===== src/rtl/msi_pkg.sv =====
package msi_pkg;

  localparam int SAMPLE_WIDTH = 32;
  localparam int NUM_SAMPLES  = 9;

  // rank counts go up to NUM_SAMPLES
  localparam int RANK_WIDTH   = $clog2(NUM_SAMPLES + 1);

  typedef logic signed [SAMPLE_WIDTH-1:0] sample_t;
  typedef sample_t                        sample_arr_t [NUM_SAMPLES];
  typedef logic [NUM_SAMPLES-1:0]         lane_mask_t;
  typedef logic [RANK_WIDTH-1:0]          rank_t;

  // window_select codes
  typedef enum logic [1:0] {
    WIN_3 = 2'd0,
    WIN_5 = 2'd1,
    WIN_7 = 2'd2,
    WIN_9 = 2'd3
  } window_t;

  // samples taken into the window for each code
  function automatic lane_mask_t window_mask(window_t win);
    lane_mask_t m;
    unique case (win)
      WIN_3:   m = lane_mask_t'(9'b000000111);
      WIN_5:   m = lane_mask_t'(9'b000011111);
      WIN_7:   m = lane_mask_t'(9'b001111111);
      WIN_9:   m = lane_mask_t'(9'b111111111);
      default: m = lane_mask_t'(9'b111111111);
    endcase
    return m;
  endfunction

  // middle position of the sorted window: count / 2
  function automatic rank_t window_mid(window_t win);
    return rank_t'(win) + rank_t'(1);
  endfunction

endpackage


===== src/rtl/msi_if.sv =====
interface msi_in_if;
  import msi_pkg::*;

  logic    valid;
  logic    ready;
  sample_t sample_0;
  sample_t sample_1;
  sample_t sample_2;
  sample_t sample_3;
  sample_t sample_4;
  sample_t sample_5;
  sample_t sample_6;
  sample_t sample_7;
  sample_t sample_8;

  modport source (
    output valid, sample_0, sample_1, sample_2, sample_3, sample_4,
           sample_5, sample_6, sample_7, sample_8,
    input  ready
  );
  modport sink (
    input  valid, sample_0, sample_1, sample_2, sample_3, sample_4,
           sample_5, sample_6, sample_7, sample_8,
    output ready
  );
endinterface

interface msi_out_if;
  import msi_pkg::*;

  logic    valid;
  logic    ready;
  sample_t median_value;

  modport source (output valid, median_value, input ready);
  modport sink (input valid, median_value, output ready);
endinterface


===== src/rtl/median_select_int.sv =====
// Median of a window of 3, 5, 7 or 9 signed samples, chosen by window_select
// (reset value selects 9). Samples beyond the window are ignored. One item is
// accepted per cycle unless stalled, and each gives exactly one result: nine
// lanes rank their own sample against the window in the first stage, and a
// merge stage picks a lane holding the median into the output register. A
// stalled output holds the lane stage; bubbles in either stage are filled.
// Write window_select only while no item is in flight.
module median_select_int (
  input  logic            clk,
  input  logic            rst,
  input  logic            cfg_we,
  input  logic [1:0]      cfg_data,
  msi_in_if.sink          din,
  msi_out_if.source       dout
);
  import msi_pkg::*;

  window_t     window_select;
  sample_arr_t in_samples;
  lane_mask_t  active;
  rank_t       mid;
  lane_mask_t  lane_hit;
  sample_arr_t lane_value;
  sample_t     median;
  logic        lane_valid;
  logic        lane_adv;
  logic        in_take;

  always_ff @(posedge clk) begin
    if (rst) begin
      window_select <= WIN_9;
    end else if (cfg_we) begin
      window_select <= window_t'(cfg_data);
    end
  end

  assign in_samples[0] = din.sample_0;
  assign in_samples[1] = din.sample_1;
  assign in_samples[2] = din.sample_2;
  assign in_samples[3] = din.sample_3;
  assign in_samples[4] = din.sample_4;
  assign in_samples[5] = din.sample_5;
  assign in_samples[6] = din.sample_6;
  assign in_samples[7] = din.sample_7;
  assign in_samples[8] = din.sample_8;

  assign active = window_mask(window_select);
  assign mid    = window_mid(window_select);

  assign lane_adv  = !dout.valid || dout.ready;
  assign din.ready = !lane_valid || lane_adv;
  assign in_take   = din.valid && din.ready;

  for (genvar g = 0; g < NUM_SAMPLES; g++) begin : g_lane
    msi_lane u_lane (
      .clk        (clk),
      .en         (din.ready),
      .own_active (active[g]),
      .own_sample (in_samples[g]),
      .samples    (in_samples),
      .active     (active),
      .mid        (mid),
      .hit        (lane_hit[g]),
      .value      (lane_value[g])
    );
  end

  msi_merge u_merge (
    .hit    (lane_hit),
    .values (lane_value),
    .median (median)
  );

  always_ff @(posedge clk) begin
    if (rst) begin
      lane_valid <= 1'b0;
    end else if (din.ready) begin
      lane_valid <= din.valid;
    end
  end

  always_ff @(posedge clk) begin
    if (rst) begin
      dout.valid <= 1'b0;
    end else if (lane_adv) begin
      dout.valid <= lane_valid;
    end
  end

  always_ff @(posedge clk) begin
    if (lane_adv && lane_valid) begin
      dout.median_value <= median;
    end
  end

  a_lane_fill: assert property (@(posedge clk) disable iff (rst)
    in_take |=> lane_valid)
    else $error("accepted beat did not reach the lane stage");

  a_one_hit: assert property (@(posedge clk) disable iff (rst)
    lane_valid |-> lane_hit != '0)
    else $error("no lane found the median");

  a_out_fill: assert property (@(posedge clk) disable iff (rst)
    lane_valid && lane_adv |=> dout.valid)
    else $error("lane stage beat lost before the output");

endmodule


===== src/rtl/msi_lane.sv =====
module msi_lane (
  input  logic                clk,
  input  logic                en,
  input  logic                own_active,
  input  msi_pkg::sample_t    own_sample,
  input  msi_pkg::sample_arr_t samples,
  input  msi_pkg::lane_mask_t active,
  input  msi_pkg::rank_t      mid,
  output logic                hit,
  output msi_pkg::sample_t    value
);
  import msi_pkg::*;

  rank_t below;
  rank_t not_above;
  logic  hit_next;

  // rank test of this lane's sample against every sample in the window
  always_comb begin
    below     = '0;
    not_above = '0;
    for (int j = 0; j < NUM_SAMPLES; j++) begin
      if (active[j]) begin
        below     = below + rank_t'(samples[j] < own_sample);
        not_above = not_above + rank_t'(samples[j] <= own_sample);
      end
    end
    hit_next = own_active && (below <= mid) && (not_above > mid);
  end

  always_ff @(posedge clk) begin
    if (en) begin
      hit   <= hit_next;
      value <= own_sample;
    end
  end

endmodule


===== src/rtl/msi_merge.sv =====
module msi_merge (
  input  msi_pkg::lane_mask_t  hit,
  input  msi_pkg::sample_arr_t values,
  output msi_pkg::sample_t     median
);
  import msi_pkg::*;

  // lowest hitting lane wins; all hitting lanes hold equal values
  always_comb begin
    median = values[0];
    for (int i = NUM_SAMPLES - 1; i >= 0; i--) begin
      if (hit[i]) begin
        median = values[i];
      end
    end
  end

endmodule


===== src/flat_wrapper.sv =====
// flat-port wrapper written by rule: the top's interface ports become plain ports
module median_select_int_flat import msi_pkg::*;
  (clk, rst, cfg_we, cfg_data, din_valid, din_sample_0, din_sample_1, din_sample_2, din_sample_3, din_sample_4, din_sample_5, din_sample_6, din_sample_7, din_sample_8, din_ready, dout_valid, dout_median_value, dout_ready);
  msi_in_if din_i ();
  msi_out_if dout_i ();
  input  logic clk;
  input  logic rst;
  input  logic cfg_we;
  input  logic [1:0] cfg_data;
  input wire logic [$bits(din_i.valid)-1:0] din_valid;
  input wire logic [$bits(din_i.sample_0)-1:0] din_sample_0;
  input wire logic [$bits(din_i.sample_1)-1:0] din_sample_1;
  input wire logic [$bits(din_i.sample_2)-1:0] din_sample_2;
  input wire logic [$bits(din_i.sample_3)-1:0] din_sample_3;
  input wire logic [$bits(din_i.sample_4)-1:0] din_sample_4;
  input wire logic [$bits(din_i.sample_5)-1:0] din_sample_5;
  input wire logic [$bits(din_i.sample_6)-1:0] din_sample_6;
  input wire logic [$bits(din_i.sample_7)-1:0] din_sample_7;
  input wire logic [$bits(din_i.sample_8)-1:0] din_sample_8;
  output wire logic [$bits(din_i.ready)-1:0] din_ready;
  output wire logic [$bits(dout_i.valid)-1:0] dout_valid;
  output wire logic [$bits(dout_i.median_value)-1:0] dout_median_value;
  input wire logic [$bits(dout_i.ready)-1:0] dout_ready;
  assign din_i.valid = din_valid;
  assign din_i.sample_0 = din_sample_0;
  assign din_i.sample_1 = din_sample_1;
  assign din_i.sample_2 = din_sample_2;
  assign din_i.sample_3 = din_sample_3;
  assign din_i.sample_4 = din_sample_4;
  assign din_i.sample_5 = din_sample_5;
  assign din_i.sample_6 = din_sample_6;
  assign din_i.sample_7 = din_sample_7;
  assign din_i.sample_8 = din_sample_8;
  assign din_ready = din_i.ready;
  assign dout_valid = dout_i.valid;
  assign dout_median_value = dout_i.median_value;
  assign dout_i.ready = dout_ready;
  median_select_int u_core (.clk(clk), .rst(rst), .cfg_we(cfg_we), .cfg_data(cfg_data), .din(din_i), .dout(dout_i));
endmodule

===== config.mk =====
export PLATFORM = sky130hd
export DESIGN_NAME = median_select_int_flat
export DESIGN_NICKNAME = d
export VERILOG_FILES = /design/src/rtl/msi_pkg.sv /design/src/rtl/msi_if.sv /design/src/rtl/median_select_int.sv /design/src/rtl/msi_lane.sv /design/src/rtl/msi_merge.sv /design/src/flat_wrapper.sv
export SDC_FILE = /design/constraint.sdc
export NUM_CORES = 2
export LEC_CHECK = 0
export ABC_AREA = 1
export BUFFER_PORTS_ARGS = -buffer_cell sky130_fd_sc_hd__buf_2
export CAP_MARGIN = 30
export CORE_MARGIN = 2
export CORE_UTILIZATION = 59
export DETAILED_ROUTE_END_ITERATION = 16
export HOLD_SLACK_MARGIN = 0.08
export PLACE_DENSITY = 0.78
export SYNTH_ARGS = -nofsm -noshare
export SYNTH_HDL_FRONTEND = slang
export SYNTH_SLANG_ARGS = --single-unit

===== constraint.sdc =====
create_clock -name clk -period 21.1 [get_ports clk]
set_clock_uncertainty 0.1 [all_clocks]
set_input_delay 6.33 -clock clk [delete_from_list [all_inputs] [get_ports clk]]
set_output_delay 6.33 -clock clk [all_outputs]
set_load 0.005 [all_outputs]

* Word level (Yosys, flattened, before mapping)
Cells that the tools add are included.
Operators by class: $add $sub $neg 145, order comparisons 180, equality and inequality tests 3, mux-type cells 172, reduce and logical (&&, ||, !) cells 24
Operator list (count):
- $le A32 B32 Y1 | 81
- $lt A32 B32 Y1 | 81
- $add A4 B1 Y4 | 144
- $mux W4 | 144
- $mux W32 | 9
- $gt A4 B4 Y1 | 9
- $le A4 B4 Y1 | 9
- $pmux W9 S4 | 1
- $logic_and A1 B1 Y1 | 19
- $mux W1 | 18
- $eq A2 B2 Y1 const B | 2
- $add A2 B1 Y3 const B | 1
- $eq A2 B1 Y1 const B | 1
- $logic_not A1 Y1 | 2
- $logic_not A2 Y1 | 1
- $logic_or A1 B1 Y1 | 2
Storage, ports and cells: bits in registers 333, bits of input ports 295, output and inout port bits 34, word-level logic and storage cells 546

* Logic depth before layout (Yosys ltp)
word-level depth 22, depth in mapped cells 45, mapped depth without buffers 45

* By module
Synthesis repeated with hierarchy kept, for this count alone.
Unflattened totals: cell total of the unflattened synthesis 11444, area, all modules 86181.4 µm²
Modules (own cells, without submodules):
- msi_lane (u_core.g_lane[3].u_lane ...) | times used 5, cells each 1175, area each 9006.1 µm², sequential area each 991.0 µm²
- msi_lane (u_core.g_lane[0].u_lane ...) | times used 4, cells each 1169, area each 8982.4 µm², sequential area each 991.0 µm²
- msi_merge | times used 1, cells each 835, area each 4052.6 µm², sequential area each 0.0 µm²
- median_select_int | times used 1, cells each 58, area each 1168.6 µm², sequential area each 1041.0 µm²

* Least setup slack after synthesis
No wires, ideal clock.
path kind in2out, start input dout_ready, end output din_ready, data arrival time 13.149 ns, data required time 14.670 ns, slack 1.521 ns, stages 2, path buffers 0, cell sequence inv_1 -> nand3_1
Between the ends: longest elaborated chain between the ends 2
Ends and longest elaborated chain:
- start: declaration | line flat_wrapper.sv:23 | input wire logic [$bits(dout_i.ready)-1:0] dout_ready;
- $logic_or A1 B1 Y1 | line median_select_int.sv:50 | assign lane_adv = !dout.valid || dout.ready;
- $logic_or A1 B1 Y1 | line median_select_int.sv:51 | assign din.ready = !lane_valid || lane_adv;
- end: declaration | line flat_wrapper.sv:20 | output wire logic [$bits(din_i.ready)-1:0] din_ready;
Every way passes these cells.

* Worst setup path after layout
start input din_sample_0[15], end register u_core.g_lane[3].u_lane.hit (data pin)
Between the ends: longest elaborated chain between the ends 21, elaborated cells on any way between the ends 40, classes of those cells 16 x add/sub; 4 x order compare; 18 x mux; 2 x reduce/logical
Ends and longest elaborated chain:
- start: declaration | line flat_wrapper.sv:11 | input wire logic [$bits(din_i.sample_0)-1:0] din_sample_0;
- $lt A32 B32 Y1 | line msi_lane.sv:24 | below = below + rank_t'(samples[j] < own_sample);
- $mux W1 | line msi_lane.sv:23 | if (active[j]) begin
- $add A4 B1 Y4 | line msi_lane.sv:24
- $mux W4 | line msi_lane.sv:23
- $add A4 B1 Y4 | line msi_lane.sv:24
- $mux W4 | line msi_lane.sv:23
- $add A4 B1 Y4 | line msi_lane.sv:24
- $mux W4 | line msi_lane.sv:23
- (+6 left out)
- $add A4 B1 Y4 | line msi_lane.sv:24
- $mux W4 | line msi_lane.sv:23
- $add A4 B1 Y4 | line msi_lane.sv:24
- $mux W4 | line msi_lane.sv:23
- $le A4 B4 Y1 | line msi_lane.sv:28 | hit_next = own_active && (below <= mid) && (not_above > mid);
- $logic_and A1 B1 Y1 | line msi_lane.sv:28
- $logic_and A1 B1 Y1 * | line msi_lane.sv:28
- net u_core.g_lane[3].u_lane.hit_next | line msi_lane.sv:16 | logic hit_next;
- end signal: assignment | line msi_lane.sv:33 | hit <= hit_next;
- end: declaration | line msi_lane.sv:9 | output logic hit,
The timed path passes the listed nets; every way through them passes the cells marked *. A chain may end at the register's enable or synchronous reset.

==> out/results.ini <==
[status]
run_status = finished, final reports clean

[power]
max-vdd-ir-drop_uv = 80.5
power.density_nw_per_um2 = 86.6
power.static_leakage_nw = 27.4

[critical_path]
path_class = input pin to flip-flop
critical-path-slowest-cell = nor3_1
critical_path.startpoint_type = input pin
critical_path.max_fanout = 8
worst-r2r-setup-slack_ns = 14.87
worst_path_arrival_ns = 14.33
worst_path_largest_cell_delay_ns = 0.78
cp-end-kind = flip-flop
cp.required_ns = 21.34

[clocking]
cts_root_buf = clkbuf_16
cts_buffer_depth = 3
clk_latency_ns = 0.60
post_cts_buffers = 0
cts_inserted_buffers = 39
cts_tree = yes
cts_hold_buf = 0
clkSlewWorstSetupHoldPaths_ns = 0.06
post_cts_resize_count = 0
ctsHtreeMaxLevel = 2
clock_sink_count = 333

[route]
route.detailed.drc = 0
routed-via-count = 48800
firstDrtPassIters = 6
route.final.wire_length_um = 192000
post_drt_via_cell_ratio = 6.41
routed_wire_length_per_instance_um = 25.2
drt.antenna.violating_nets = 0
detailedRoute.firstIterationViolations = 5302

[synthesis]
synthDistinctLibCells = 67
synthesis.area_um2 = 49700
synth_edf_count = 329
avg_synthesized_cell_area_um2 = 8.01
synth-warning-count = 0
async_flop_share = 0
postSynth.topFlopCell = edfxtp_1
synth_nets = 7961
yosys_register_bits = 333
seq_area_frac_synth = 0.200
syn-instance-count = 6207

[die]
initial_utilization = 0.595
core_area_um2 = 83600
die_w_um = 294
die_y_um = 294
dieArea_um2 = 86600
rows = 106
io-pin-count = 329

[sta]
final.setup.tns_ns = 0
report.final.hold_viol_count = 0
hold_slack_ns = 0.466
final-setup-viol-count = 0
unrepaired_setup_endpoints_after_global_routing = false
worst_pin_slew_ns = 1.20
final.min_clock_period_ns = 14.08
final_min_period_over_clock_period = 0.667
fmaxAchievable_mhz = 71.0
slew_headroom = 0.181
drv_slew = 0

[global_route]
first_pass_grt_wire_length_um = 279000
grt_remaining_overflow = 0
global_route.usage.total = 0.435
grt_pass1_vias = 46000
maximum_number_of_pins_on_one_net_before_global_route_repair = 78
grt_antenna_before_repair = 11

[placement]
place.port_buffers = 328
place_hpwl_um = 153000
routability_congestion_estimate = 1.07

[layout]
layout.filler_cells = 7357
areaGrowthSynthToFinish_pct = 8.24
drive_above_1_share = 0.0725
final_net_count = 8264

[hold_path]
hold_class = flip-flop to flip-flop

[flow_run]
maxCapViolCount = 0

## registers in the layout, indices dropped and copies added, names as in the netlist
| name | cells |
|---|---|
| u_core.dout.valid | 1 |
| u_core.g_lane.u_lane.hit | 9 |
| u_core.g_lane.u_lane.value | 288 |
| u_core.lane_valid | 1 |
| u_core.window_select | 2 |
| u_core.dout.median_value | 32 |
## metrics by stage
stage	power, mW	utilization	setup slack (ns)	cell area [um^2]	std cells
final	4.66	0.644	7.02	53800	7622
after global routing	5.13	0.644	6.59	53800	7618
after CTS	4.61	0.644	7.33	53800	7615
after detailed placement	3.94	0.630	6.72	52600	7548
after global placement	3.81	0.629	6.61	52600	7542
after floorplan	3.13	-	1.52	49700	6207
## cells in the final DEF (no fill, tap or decap), types with 39 or more instances in the layout
cell type,synthesis,final
nand2_1,999,999
buf_2,12,331
nor2_1,411,411
nand4_1,140,140
a211oi_1,56,56
o221ai_1,52,52
ha_1,1439,1437
nand3_1,224,223
nor3_1,103,103
xnor2_1,66,66
buf_4,8,39
inv_1,795,793
edfxtp_1,329,329
a21oi_1,614,613
xor2_1,76,76
o21ai_0,375,375
clkbuf_16,0,39
o21a_1,50,50
## final timing paths
path                                               from                           to  depth (start not counted)
worst min-delay path                  u_core.lane_valid            u_core.dout.valid                          2
worst min register to register        u_core.lane_valid            u_core.dout.valid                          2
worst max-delay path                   din_sample_0[15]  u_core.g_lane[3].u_lane.hit                         36
worst max register to register  u_core.window_select[1]  u_core.g_lane[3].u_lane.hit                         28
## cells in the mapped netlist, types with 56 or more instances
master | n | area (um^2)
ha_1 | 1439 | 18000
nand2_1 | 999 | 3750
inv_1 | 795 | 2980
a21oi_1 | 614 | 3070
nor2_1 | 411 | 1540
o21ai_0 | 375 | 1880
edfxtp_1 | 329 | 9880
nand3_1 | 224 | 1120
nand4_1 | 140 | 876
nor3_1 | 103 | 515
xor2_1 | 76 | 666
clkbuf_1 | 71 | 267
xnor2_1 | 66 | 578
a211oi_1 | 56 | 420
## worst max-delay path, delay by kind of cell
| kind | cells | cell delay (ns) |
|---|---|---|
| AOI/OAI and AO/OA | 11 | 2.34 |
| buffers and inverters | 9 | 1.02 |
| adders and majority gates | 9 | 2.88 |
| xor gates and xnor gates | 2 | 0.53 |
| and+or+nand+nor | 5 | 1.21 |
## cell type report
type | instances | area (um^2) | share of cell area
Multi-Input combinational cell | 4962 | 36300 | 0.675
Sequential cell | 333 | 9960 | 0.185
Inverter | 800 | 3000 | 0.0558
Timing Repair Buffer | 374 | 2010 | 0.0374
Tap cell | 1080 | 1350 | 0.0251
Clock buffer | 43 | 991 | 0.0184
Clock inverter | 24 | 170 | 0.00316
Antenna cell | 6 | 15.0 | 0.000279
## logic make-up after synthesis
| kind of cell | count (synthesis) | share of synthesized area |
|---|---|---|
| AO/OA/AOI/OAI | 1355 | 0.156 |
| XOR/XNOR | 145 | 0.0260 |
| adder cells (fa/ha/maj) | 1460 | 0.370 |
| flip-flops | 333 | 0.200 |
| AND/OR/NAND/NOR | 1968 | 0.170 |
| buffers and inverters | 912 | 0.0704 |
| multiplexers | 34 | 0.00685 |
## metal layers
metal	vias up	wire, um	track usage
met2	2921	79400	0.651
met5	-	53	0
met1	22500	72500	0.542
met3	769	23400	0.104
li1	22700	-	-
met4	8	17000	0.329
## power by group
group | leakage, nW | internal [mW] | switching (mW)
Clock | 0.577 | 0.353 | 0.297
Combinational | 23.4 | 1.20 | 1.98
Sequential | 3.48 | 0.813 | 0.0204
Total | 27.4 | 2.37 | 2.30
Power figures use the tool's default switching activity.
